`config.mk`:
```
export PLATFORM = sky130hd
export DESIGN_NAME = sorted_set_insert_delete
export DESIGN_NICKNAME = d
export VERILOG_FILES = /design/src/sv/ssid_pkg.sv /design/src/sv/sorted_set_insert_delete.sv /design/src/sv/ssid_ram.sv /design/src/sv/ssid_out_reg.sv
export SDC_FILE = /design/constraint.sdc
export NUM_CORES = 2
export LEC_CHECK = 0
export BUFFER_PORTS_ARGS = -buffer_cell sky130_fd_sc_hd__buf_2
export CAP_MARGIN = 20
export CORE_ASPECT_RATIO = 1.4
export CORE_MARGIN = 2
export CORE_UTILIZATION = 60
export CTS_BUF_LIST = sky130_fd_sc_hd__clkbuf_8
export DETAILED_ROUTE_END_ITERATION = 10
export GPL_TIMING_DRIVEN = 0
export HOLD_SLACK_MARGIN = 0.05
export PLACE_DENSITY_LB_ADDON = 0.25
export SETUP_SLACK_MARGIN = 0.2
export SLEW_MARGIN = 20
export SYNTH_ARGS = -nofsm -noshare
export SYNTH_HDL_FRONTEND = slang
export SYNTH_SLANG_ARGS = --single-unit
```
`constraint.sdc`:
```
create_clock -name clk -period 6.9 [get_ports clk]
set_input_delay 0 -clock clk [delete_from_list [all_inputs] [get_ports clk]]
set_output_delay 0 -clock clk [all_outputs]
set_load 0.02 [all_outputs]
```
`src/sv/ssid_pkg.sv`:
```
// Shared types and constants for the sorted set block.
// No dependencies.
package ssid_pkg;

	localparam int CAPACITY_DEF = 32;
	localparam int VALUE_W      = 32;
	localparam int COUNT_W      = 6;
	localparam int S_TDATA_W    = 32;
	localparam int M_TDATA_W    = 40;
	localparam int M_TUSER_W    = 3;

	localparam logic REQ_INSERT = 1'b0;
	localparam logic REQ_DELETE = 1'b1;

	typedef enum logic [1:0] {
		ST_DONE,
		ST_DUP,
		ST_NOTFOUND,
		ST_FULL
	} ssid_status_t;

	typedef enum logic [2:0] {
		S_IDLE,
		S_SRCH_RD,
		S_SRCH_CMP,
		S_PASS,
		S_EMPTY
	} ssid_state_t;

	typedef struct packed {
		logic [COUNT_W-1:0]        count;
		logic signed [VALUE_W-1:0] element;
		logic                      has_element;
		ssid_status_t              status;
		logic                      last;
	} ssid_res_t;

endpackage

```
`src/sv/sorted_set_insert_delete.sv`:
```
// Top level of the sorted set block: request sequencer around the value RAM.
// Depends on ssid_pkg, ssid_ram, ssid_out_reg.
//
// Keeps up to CAPACITY distinct signed values in ascending order in one RAM
// with a single read port. A request takes one input transaction, then a
// binary search in which each probe passes through a read state and a
// compare state, then one pass that writes the shifted list back when the set
// changes and emits every stored value, one result per cycle while the output
// is taken, ending with tlast. An empty set gives one result with has_element
// low. A new request is accepted once the pass has been issued, while the
// last result may still wait in the output register.
module sorted_set_insert_delete import ssid_pkg::*; #(
	parameter int CAPACITY = CAPACITY_DEF
) (
	input  logic                 clk,
	input  logic                 arst_n,
	input  logic                 s_tvalid,
	output logic                 s_tready,
	input  logic [S_TDATA_W-1:0] s_tdata,  // value
	input  logic [0:0]           s_tuser,  // req_type
	output logic                 m_tvalid,
	input  logic                 m_tready,
	output logic [M_TDATA_W-1:0] m_tdata,  // count, element, zero pad
	output logic [M_TUSER_W-1:0] m_tuser,  // has_element, status
	output logic                 m_tlast
);

	localparam int AW = $clog2(CAPACITY);
	localparam int CW = $clog2(CAPACITY + 1);
	localparam logic [CW-1:0] CAP_C = CW'(CAPACITY);

	ssid_state_t state_q, state_d;

	logic                      op_q;
	logic signed [VALUE_W-1:0] val_q;
	logic [CW-1:0]             n_q;
	logic [CW-1:0]             cnt_q;
	logic [CW-1:0]             lo_q, hi_q;
	logic                      found_q;
	ssid_status_t              status_q;
	logic [CW-1:0]             j_q;
	logic                      s1_valid;
	logic [CW-1:0]             j_s1;
	logic [VALUE_W-1:0]        prev_q;

	logic [CW:0]        mid_sum;
	logic [CW-1:0]      mid;
	logic               srch_done;
	ssid_status_t       dec_status;
	logic [CW-1:0]      dec_n2;
	logic               ins, upd;
	logic               out_free, out_load;
	ssid_res_t          out_res;
	logic               s1_adv, issue_ok;
	logic [CW-1:0]      ra;
	logic               pass_re, srch_re;
	logic               ram_re, ram_we;
	logic [AW-1:0]      ram_raddr;
	logic [VALUE_W-1:0] ram_rdata;
	logic [VALUE_W-1:0] elem_s1;
	logic               last_s1;

	assign mid_sum   = {1'b0, lo_q} + {1'b0, hi_q};
	assign mid       = mid_sum[CW:1];
	assign srch_done = !(lo_q < hi_q);
	assign ins       = (op_q == REQ_INSERT);
	assign upd       = (status_q == ST_DONE);

	always_comb begin
		dec_status = ST_DONE;
		dec_n2     = n_q;
		if (ins) begin
			if (found_q) begin
				dec_status = ST_DUP;
			end else if (n_q >= CAP_C) begin
				dec_status = ST_FULL;
			end else begin
				dec_n2 = n_q + CW'(1);
			end
		end else begin
			if (!found_q) begin
				dec_status = ST_NOTFOUND;
			end else begin
				dec_n2 = n_q - CW'(1);
			end
		end
	end

	// next state
	always_comb begin
		state_d = state_q;
		case (state_q)
			S_IDLE: begin
				if (s_tvalid) state_d = S_SRCH_RD;
			end
			S_SRCH_RD: begin
				if (!srch_done)        state_d = S_SRCH_CMP;
				else if (dec_n2 == '0) state_d = S_EMPTY;
				else                   state_d = S_PASS;
			end
			S_SRCH_CMP: state_d = S_SRCH_RD;
			S_PASS: begin
				if (j_q == cnt_q && !s1_valid) state_d = S_IDLE;
			end
			S_EMPTY: begin
				if (out_free) state_d = S_IDLE;
			end
			default: state_d = S_IDLE;
		endcase
	end

	// state outputs
	always_comb begin
		s_tready = 1'b0;
		srch_re  = 1'b0;
		case (state_q)
			S_IDLE:    s_tready = 1'b1;
			S_SRCH_RD: srch_re  = !srch_done;
			default: begin
				s_tready = 1'b0;
				srch_re  = 1'b0;
			end
		endcase
	end

	assign s1_adv   = s1_valid && out_free;
	assign issue_ok = (state_q == S_PASS) && (j_q < cnt_q) && (!s1_valid || s1_adv);
	assign ra       = (!ins && upd && j_q >= lo_q) ? j_q + CW'(1) : j_q;
	assign pass_re  = issue_ok && (ra < n_q);

	assign ram_re    = srch_re || pass_re;
	assign ram_raddr = (state_q == S_PASS) ? ra[AW-1:0] : mid[AW-1:0];

	always_comb begin
		elem_s1 = ram_rdata;
		if (upd && ins) begin
			if (j_s1 == lo_q)     elem_s1 = val_q;
			else if (j_s1 > lo_q) elem_s1 = prev_q;
		end
	end

	assign last_s1 = (({1'b0, j_s1} + (CW+1)'(1)) == {1'b0, cnt_q});
	assign ram_we  = s1_adv && upd && (j_s1 >= lo_q);

	always_comb begin
		out_res.count  = COUNT_W'(cnt_q);
		out_res.status = status_q;
		if (state_q == S_EMPTY) begin
			out_res.element     = '0;
			out_res.has_element = 1'b0;
			out_res.last        = 1'b1;
		end else begin
			out_res.element     = elem_s1;
			out_res.has_element = 1'b1;
			out_res.last        = last_s1;
		end
	end

	assign out_load = s1_adv || (state_q == S_EMPTY && out_free);

	always_ff @(posedge clk or negedge arst_n) begin
		if (!arst_n) begin
			state_q  <= S_IDLE;
			cnt_q    <= '0;
			s1_valid <= 1'b0;
		end else begin
			state_q <= state_d;
			if (state_q == S_SRCH_RD && srch_done) begin
				cnt_q <= dec_n2;
			end
			if (issue_ok) begin
				s1_valid <= 1'b1;
			end else if (s1_adv) begin
				s1_valid <= 1'b0;
			end
		end
	end

	always_ff @(posedge clk) begin
		case (state_q)
			S_IDLE: begin
				if (s_tvalid) begin
					op_q    <= s_tuser[0];
					val_q   <= s_tdata;
					n_q     <= cnt_q;
					lo_q    <= '0;
					hi_q    <= cnt_q;
					found_q <= 1'b0;
				end
			end
			S_SRCH_RD: begin
				if (srch_done) begin
					status_q <= dec_status;
					j_q      <= '0;
				end
			end
			S_SRCH_CMP: begin
				if ($signed(ram_rdata) < val_q) begin
					lo_q <= mid + CW'(1);
				end else begin
					hi_q <= mid;
				end
				if ($signed(ram_rdata) == val_q) begin
					found_q <= 1'b1;
				end
			end
			S_PASS: begin
				if (issue_ok) begin
					j_q  <= j_q + CW'(1);
					j_s1 <= j_q;
				end
				if (s1_adv) begin
					prev_q <= ram_rdata;
				end
			end
			default: begin
			end
		endcase
	end

	ssid_ram #(
		.WIDTH (VALUE_W),
		.DEPTH (CAPACITY)
	) u_ram (
		.clk   (clk),
		.we    (ram_we),
		.waddr (j_s1[AW-1:0]),
		.wdata (elem_s1),
		.re    (ram_re),
		.raddr (ram_raddr),
		.rdata (ram_rdata)
	);

	ssid_out_reg u_out (
		.clk      (clk),
		.arst_n   (arst_n),
		.load     (out_load),
		.res      (out_res),
		.free     (out_free),
		.m_tvalid (m_tvalid),
		.m_tready (m_tready),
		.m_tdata  (m_tdata),
		.m_tuser  (m_tuser),
		.m_tlast  (m_tlast)
	);

endmodule

```
`src/sv/ssid_ram.sv`:
```
// Generic single-write, single-read RAM with registered read data.
// No dependencies.
module ssid_ram #(
	parameter int WIDTH = 32,
	parameter int DEPTH = 32
) (
	input  logic                     clk,
	input  logic                     we,
	input  logic [$clog2(DEPTH)-1:0] waddr,
	input  logic [WIDTH-1:0]         wdata,
	input  logic                     re,
	input  logic [$clog2(DEPTH)-1:0] raddr,
	output logic [WIDTH-1:0]         rdata
);

	logic [WIDTH-1:0] mem [DEPTH];

	always_ff @(posedge clk) begin
		if (we) begin
			mem[waddr] <= wdata;
		end
		if (re) begin
			rdata <= mem[raddr];
		end
	end

endmodule

```
`src/sv/ssid_out_reg.sv`:
```
// Output register for the result stream; packs results onto the master port.
// Depends on ssid_pkg.
module ssid_out_reg import ssid_pkg::*; (
	input  logic                 clk,
	input  logic                 arst_n,
	input  logic                 load,
	input  ssid_res_t            res,
	output logic                 free,
	output logic                 m_tvalid,
	input  logic                 m_tready,
	output logic [M_TDATA_W-1:0] m_tdata,  // count, element, zero pad
	output logic [M_TUSER_W-1:0] m_tuser,  // has_element, status
	output logic                 m_tlast
);

	logic      valid_q;
	ssid_res_t res_q;

	assign free = !valid_q || m_tready;

	always_ff @(posedge clk or negedge arst_n) begin
		if (!arst_n) begin
			valid_q <= 1'b0;
		end else if (free) begin
			valid_q <= load;
		end
	end

	always_ff @(posedge clk) begin
		if (free && load) begin
			res_q <= res;
		end
	end

	assign m_tvalid = valid_q;
	assign m_tdata  = {(M_TDATA_W - VALUE_W - COUNT_W)'(0), res_q.element, res_q.count};
	assign m_tuser  = {res_q.status, res_q.has_element};
	assign m_tlast  = res_q.last;

endmodule

```
Word-level counts from Yosys, hierarchy flattened --
Memories as Yosys holds them, arrays and structs flattened. A register that Yosys moved wholly into a read port is not among the register bits. Index checks and enable logic that the tools add are counted.
Word-level totals: memories kept 1, bits in writable memories 1024, word-level logic and storage cells 125, flip-flop bits (word level) 151, input port bits 37, output and inout bits 46
Cells by class: mux-type cells 38, $lt $le $gt $ge 8, reductions and logical operators 35, add/subtract/negate cells 6, bitwise operators 2, equality and inequality tests 16
Memories:
- u_ram.mem | words 32, width 32, rd ports 1, clocked after memory_dff 1, wr ports 1, RTL line ssid_ram.sv:16 | logic [WIDTH-1:0] mem [DEPTH];
Operators by type and width (number):
- 32-bit 2-to-1 mux | 3
- 6-bit 2-to-1 mux | 11
- 6-bit case mux with 2 select lines | 3
- 32-bit equality test | 1
- 32-bit less-than comparator | 1
- 6-bit by 1-bit adder with 6-bit output (second input constant) | 3
- 6-bit less-than comparator | 3
- 2-bit != test (second input constant) | 8
- 3-bit 2-to-1 mux | 5
- 3-bit case mux with 5 select lines | 1
- 3-bit AND reduction | 5
- 1-bit logical AND | 13
- 6-bit equality test | 2
- 6-bit >= comparator | 2
- 1-bit 2-to-1 mux | 9
- 2-bit 2-to-1 mux | 4
- 2-bit AND reduction | 4
- 6-bit by 1-bit adder with 7-bit output (second input constant) | 1
- 6-bit by 6-bit adder with 7-bit output | 1
- 7-bit by 6-bit equality test with 1-bit output | 1
- 3-bit by 2-bit equality test with 1-bit output (second input constant) | 2
- 6-bit >= comparator (second input constant) | 1
- 6-bit > comparator | 1
- 6-bit zero test | 1
- other kinds (11) | 19

Logic depth before layout (Yosys ltp) --
word-level depth 8, mapped depth 17

Modules after synthesis --
Synthesis repeated with hierarchy kept, for this count alone.
Unflattened totals: cells, all modules 2994, area, all modules 49142.1 sq um
Modules (own cells, without submodules):
- ssid_ram | cells each 2260, times used 1, sequential area each 31710.4 sq um, area an instance 40805.4 sq um
- sorted_set_insert_delete | cells each 685, times used 1, sequential area each 3193.1 sq um, area an instance 7003.0 sq um
- ssid_out_reg | cells each 49, times used 1, sequential area each 1286.2 sq um, area an instance 1333.8 sq um

Worst setup path after synthesis --
OpenSTA, ideal clock, no wires.
path type reg2reg, start reg j_q[0], end reg u_ram.rdata[0], read port of u_ram.mem, enable pin, buffers on the path 2, data arrival time 5.164 ns, path slack 1.266 ns, period minus slack after synthesis 5.634 ns, data required time 6.430 ns, cell stages (with the launch flop) 15, path through edfxtp_1 > clkbuf_1 > inv_1 > ha_1 > nand2b_1 > a31oi_2 > o21a_1 > buf_6 > or3_1 > xnor2_1 > ha_1 > nor2b_1 > o21ai_0 > nand2_1 > o31ai_1
On the way: longest elaborated chain between the ends 6, elaborated cells on any way between the ends 11, those cells by class add/sub: 1; order compare: 3; mux: 2; reduce/logical: 5
Ends and longest elaborated chain:
- start: declaration | RTL line sorted_set_insert_delete.sv:41 | logic [CW-1:0] j_q;
- start signal: assignment | RTL line sorted_set_insert_delete.sv:209 | j_q <= j_q + CW'(1);
- 6-bit >= comparator | RTL line sorted_set_insert_delete.sv:128 | assign ra = (!ins && upd && j_q >= lo_q) ? j_q + CW'(1) : j_q;
- 1-bit logical AND | RTL line sorted_set_insert_delete.sv:128
- 6-bit 2-to-1 mux | RTL line sorted_set_insert_delete.sv:128
- 6-bit less-than comparator | RTL line sorted_set_insert_delete.sv:129 | assign pass_re = issue_ok && (ra < n_q);
- 1-bit logical AND * | RTL line sorted_set_insert_delete.sv:129
- 1-bit logical OR * | RTL line sorted_set_insert_delete.sv:131 | assign ram_re = srch_re || pass_re;
- via ram_re | RTL line sorted_set_insert_delete.sv:57 | logic ram_re, ram_we;
- end: declaration | RTL line ssid_ram.sv:13 | output logic [WIDTH-1:0] rdata
Mark *: on every way through the listed nets, which the timed path passes. The rest lies on a longest branch. A chain may end at the register's enable or synchronous reset.

Worst setup path after layout --
start reg j_q[0], end reg u_ram.rdata[9], read port of u_ram.mem, data pin
On the way: longest elaborated chain between the ends 6, elaborated cells on any way between the ends 11, those cells by class add/sub: 1; order compare: 3; mux: 2; reduce/logical: 5
Ends and longest elaborated chain (RTL line):
- 6-bit >= comparator | sorted_set_insert_delete.sv:128
- 1-bit logical AND | sorted_set_insert_delete.sv:128
- 6-bit 2-to-1 mux | sorted_set_insert_delete.sv:128
- 6-bit less-than comparator | sorted_set_insert_delete.sv:129
- 1-bit logical AND | sorted_set_insert_delete.sv:129
- 1-bit logical OR | sorted_set_insert_delete.sv:131
Parallel ways exist; a longest one is shown, timed or not.

==> results.toml <==
[critical_path]
rr_endpoint = "u_ram.rdata[9]"
required_ns = 7.40
cp.arrival_ns = 6.19
crit_fanout = 10
cp-start-kind = "register"
r2r_slack_ns = 1.20
critPathCaptureType = "register"
r2r_cells = 14
rr_startpoint = "j_q[0]"
path_class = "reg2reg"
critPathCapture = "u_ram.rdata[9]"
worstSetupStartpoint = "j_q[0]"

[layout]
drive_gt1_share_pct = 20.7
finalNonFillerCells = 4342
nets = 3235
area_growth_syn_to_layout_pct = 14.5
layout_common_cells = "1,196 x edfxtp_1, 219 x mux2i_1, 179 x clkbuf_8"
final_common_cell = "edfxtp_1"

[route]
vias = 28200
final_antenna_net_count = 0
dr.pass1.iters = 7
drcViolationCount = 0
wl_per_cell_um = 30.9
routed_wl_um = 134000
drt_iter0_markers = 3128
vias_per_cell = 6.50

[clock_tree]
path_clk_slew_ns = 0.07
clockRootBuffer = "clkbuf_8"
cts_buffer_depth = 3
clkLatencyLatePin_ns = 0.86
htree_levels = 4
clock-sinks = 1207
numCtsBuffers = 173
cts_tree = "yes"
cts_setup_buffers = 0

[timing]
fin_crit_ns = 5.70
rsz0062_at_grt = "no"
setup-violations-final = 0
slew_viol_final = 0
clock_skew_ns = 0.0444
finalHoldViolCount = 0
timing.final.crit_share_pct = 82.6
max_freq_mhz = 176
max_slew_margin_pct = 20.5
tightest_slew_ns = 1.19

[worst_hold_path]
hp-class = "in2reg"

[die]
initial_core_util_pct = 60.4
core_area_um2 = 81500
rows = 124
die_h_um = 343
io_pins = 83
fp.dieW_um = 246
die_area_um2 = 84300

[synth]
synth_edf_count = 1196
netlist_instances = 2746
yosysUniqueCellTypes = 77
ys_ff_latch = 1207
syn_avg_cell_area_um2 = 17.9
seq_area_frac_synth_pct = 73.5
postSynth.asyncResetShare_pct = 0.911
synth-main-ff-cell = "edfxtp_1"
yosysWarnings = 0
syn_area_um2 = 49200

[placement]
gp_congestion = 0.957
hpwlAfterDp_um = 90800
numPortBuffers = 80
dp_cells = 3949

[global_routing]
grt_first_pass_wirelength_um = 193000
grt_overflow = 0
antenna_found_initial = 17
grt_usage_pct = 32.4
grt_pass1_vias = 28800
grt_max_degree = 34

[job]
maxCapViolCount = 0

[run_status]
status = "finished clean"
==> what timing repair did <==
item / CTS / global route
hold endpoints to repair: 148 / 0
resized for setup: 0 / 0
hold buffers: 71 / 0
==> synth_stat cells (all sizes together), types with 9 or more instances <==
library cell	count	area share, %
nand2	117	0.91
o31ai	39	0.60
edfxtp	1196	73
ha	73	1.9
mux2i	219	4.5
and3	33	0.42
dfrtp	11	0.56
buf	92	1.5
a21o	12	0.18
nor2	75	0.58
nand4	16	0.20
mux4	123	5.6
xnor2	19	0.34
o211ai	9	0.16
o21a	35	0.53
o22ai	60	0.76
a21oi	26	0.27
nand3	19	0.19
nor4	36	0.47
or3	36	0.46
and2	39	0.50
o221a	28	0.64
inv	74	0.56
o21ai	26	0.26
a211oi	100	1.5
xor2	10	0.18
clkbuf	63	0.48
nor3	13	0.13
o22a	65	1.2
==> flip-flops by register name, indices dropped and copies added, names as in the netlist, 6 cells and up <==
register,cells
u_ram.mem,1024
u_out.m_tdata,38
prev_q,32
u_ram.rdata,32
val_q,32
cnt_q,6
hi_q,6
j_q,6
j_s1,6
lo_q,6
n_q,6
==> logic make-up after synthesis <==
group           count (synthesis)  synth area share, %
compound gates                438                 6.86
flops                        1207                 73.5
simple gates                  418                 4.39
xor+xnor                       29                0.516
buf+inv                       229                 2.52
mux                           350                 10.3
other cells                     1              0.00762
fa+ha+maj                      74                 1.90
==> area by class of cell <==
type	instances	area (um2)
antenna	3	7.51
buffer	155	962
clock buffer	179	2460
clock inverter	140	738
fill	5053	25100
inverter	74	278
multi-input combinational	1311	12100
sequential	1207	36200
tap	1071	1340
timing repair buffer	202	2240
==> worst max-delay path, stage by stage, from the launching register on <==
cell      delay (ns)
edfxtp_1        0.41
clkbuf_1        0.37
inv_1           0.19
ha_1            0.32
nand2b_1        0.11
a31oi_2         0.14
o21a_1          0.23
buf_6           0.15
o211a_4         0.26
nor2_1          0.70
nand2_1         0.46
buf_1           0.35
o221a_2         0.34
a211oi_1        0.97
nor4_1          0.34
==> worst min-delay path by stage <==
stage / to / from / slack [ns] / depth (start not counted)
6_report: found_q / s_tvalid / 0.16 / 4
5_1_grt: found_q / s_tvalid / 0.20 / 4
4_1_cts: found_q / s_tvalid / 0.12 / 4
3_3_place_gp: cnt_q[2] / arst_n / -0.13 / 1
3_5_place_dp: cnt_q[3] / arst_n / -0.12 / 1
2_1_floorplan: cnt_q[0] / arst_n / -0.30 / 0
==> metrics by stage <==
step | setup WS, ns | hold slack, ns | utilization [%] | area [um2] | setup TNS [ns]
floorplan | 1.27 | -0.296 | - | 49200 | 0
global placement | -0.336 | -0.128 | 62.5 | 50900 | -10.61
CTS | 1.53 | 0.117 | 69.1 | 56300 | 0
global route | 1.10 | 0.203 | 69.1 | 56300 | 0
finish | 1.20 | 0.159 | 69.1 | 56300 | 0
detailed placement | 1.54 | -0.119 | 64.3 | 52400 | 0
==> metal layers <==
| metal | global-route usage [%] | share of wire, % |
|---|---|---|
| met5 | 0 | 0.060 |
| met2 | 53.2 | 49 |
| met1 | 38.4 | 33 |
| met3 | 7.00 | 9.7 |
| met4 | 22.0 | 7.7 |
Power is left out: the tool's default activity adds up to more than one toggle a clock period on the data nets, which glitch-free logic cannot reach.
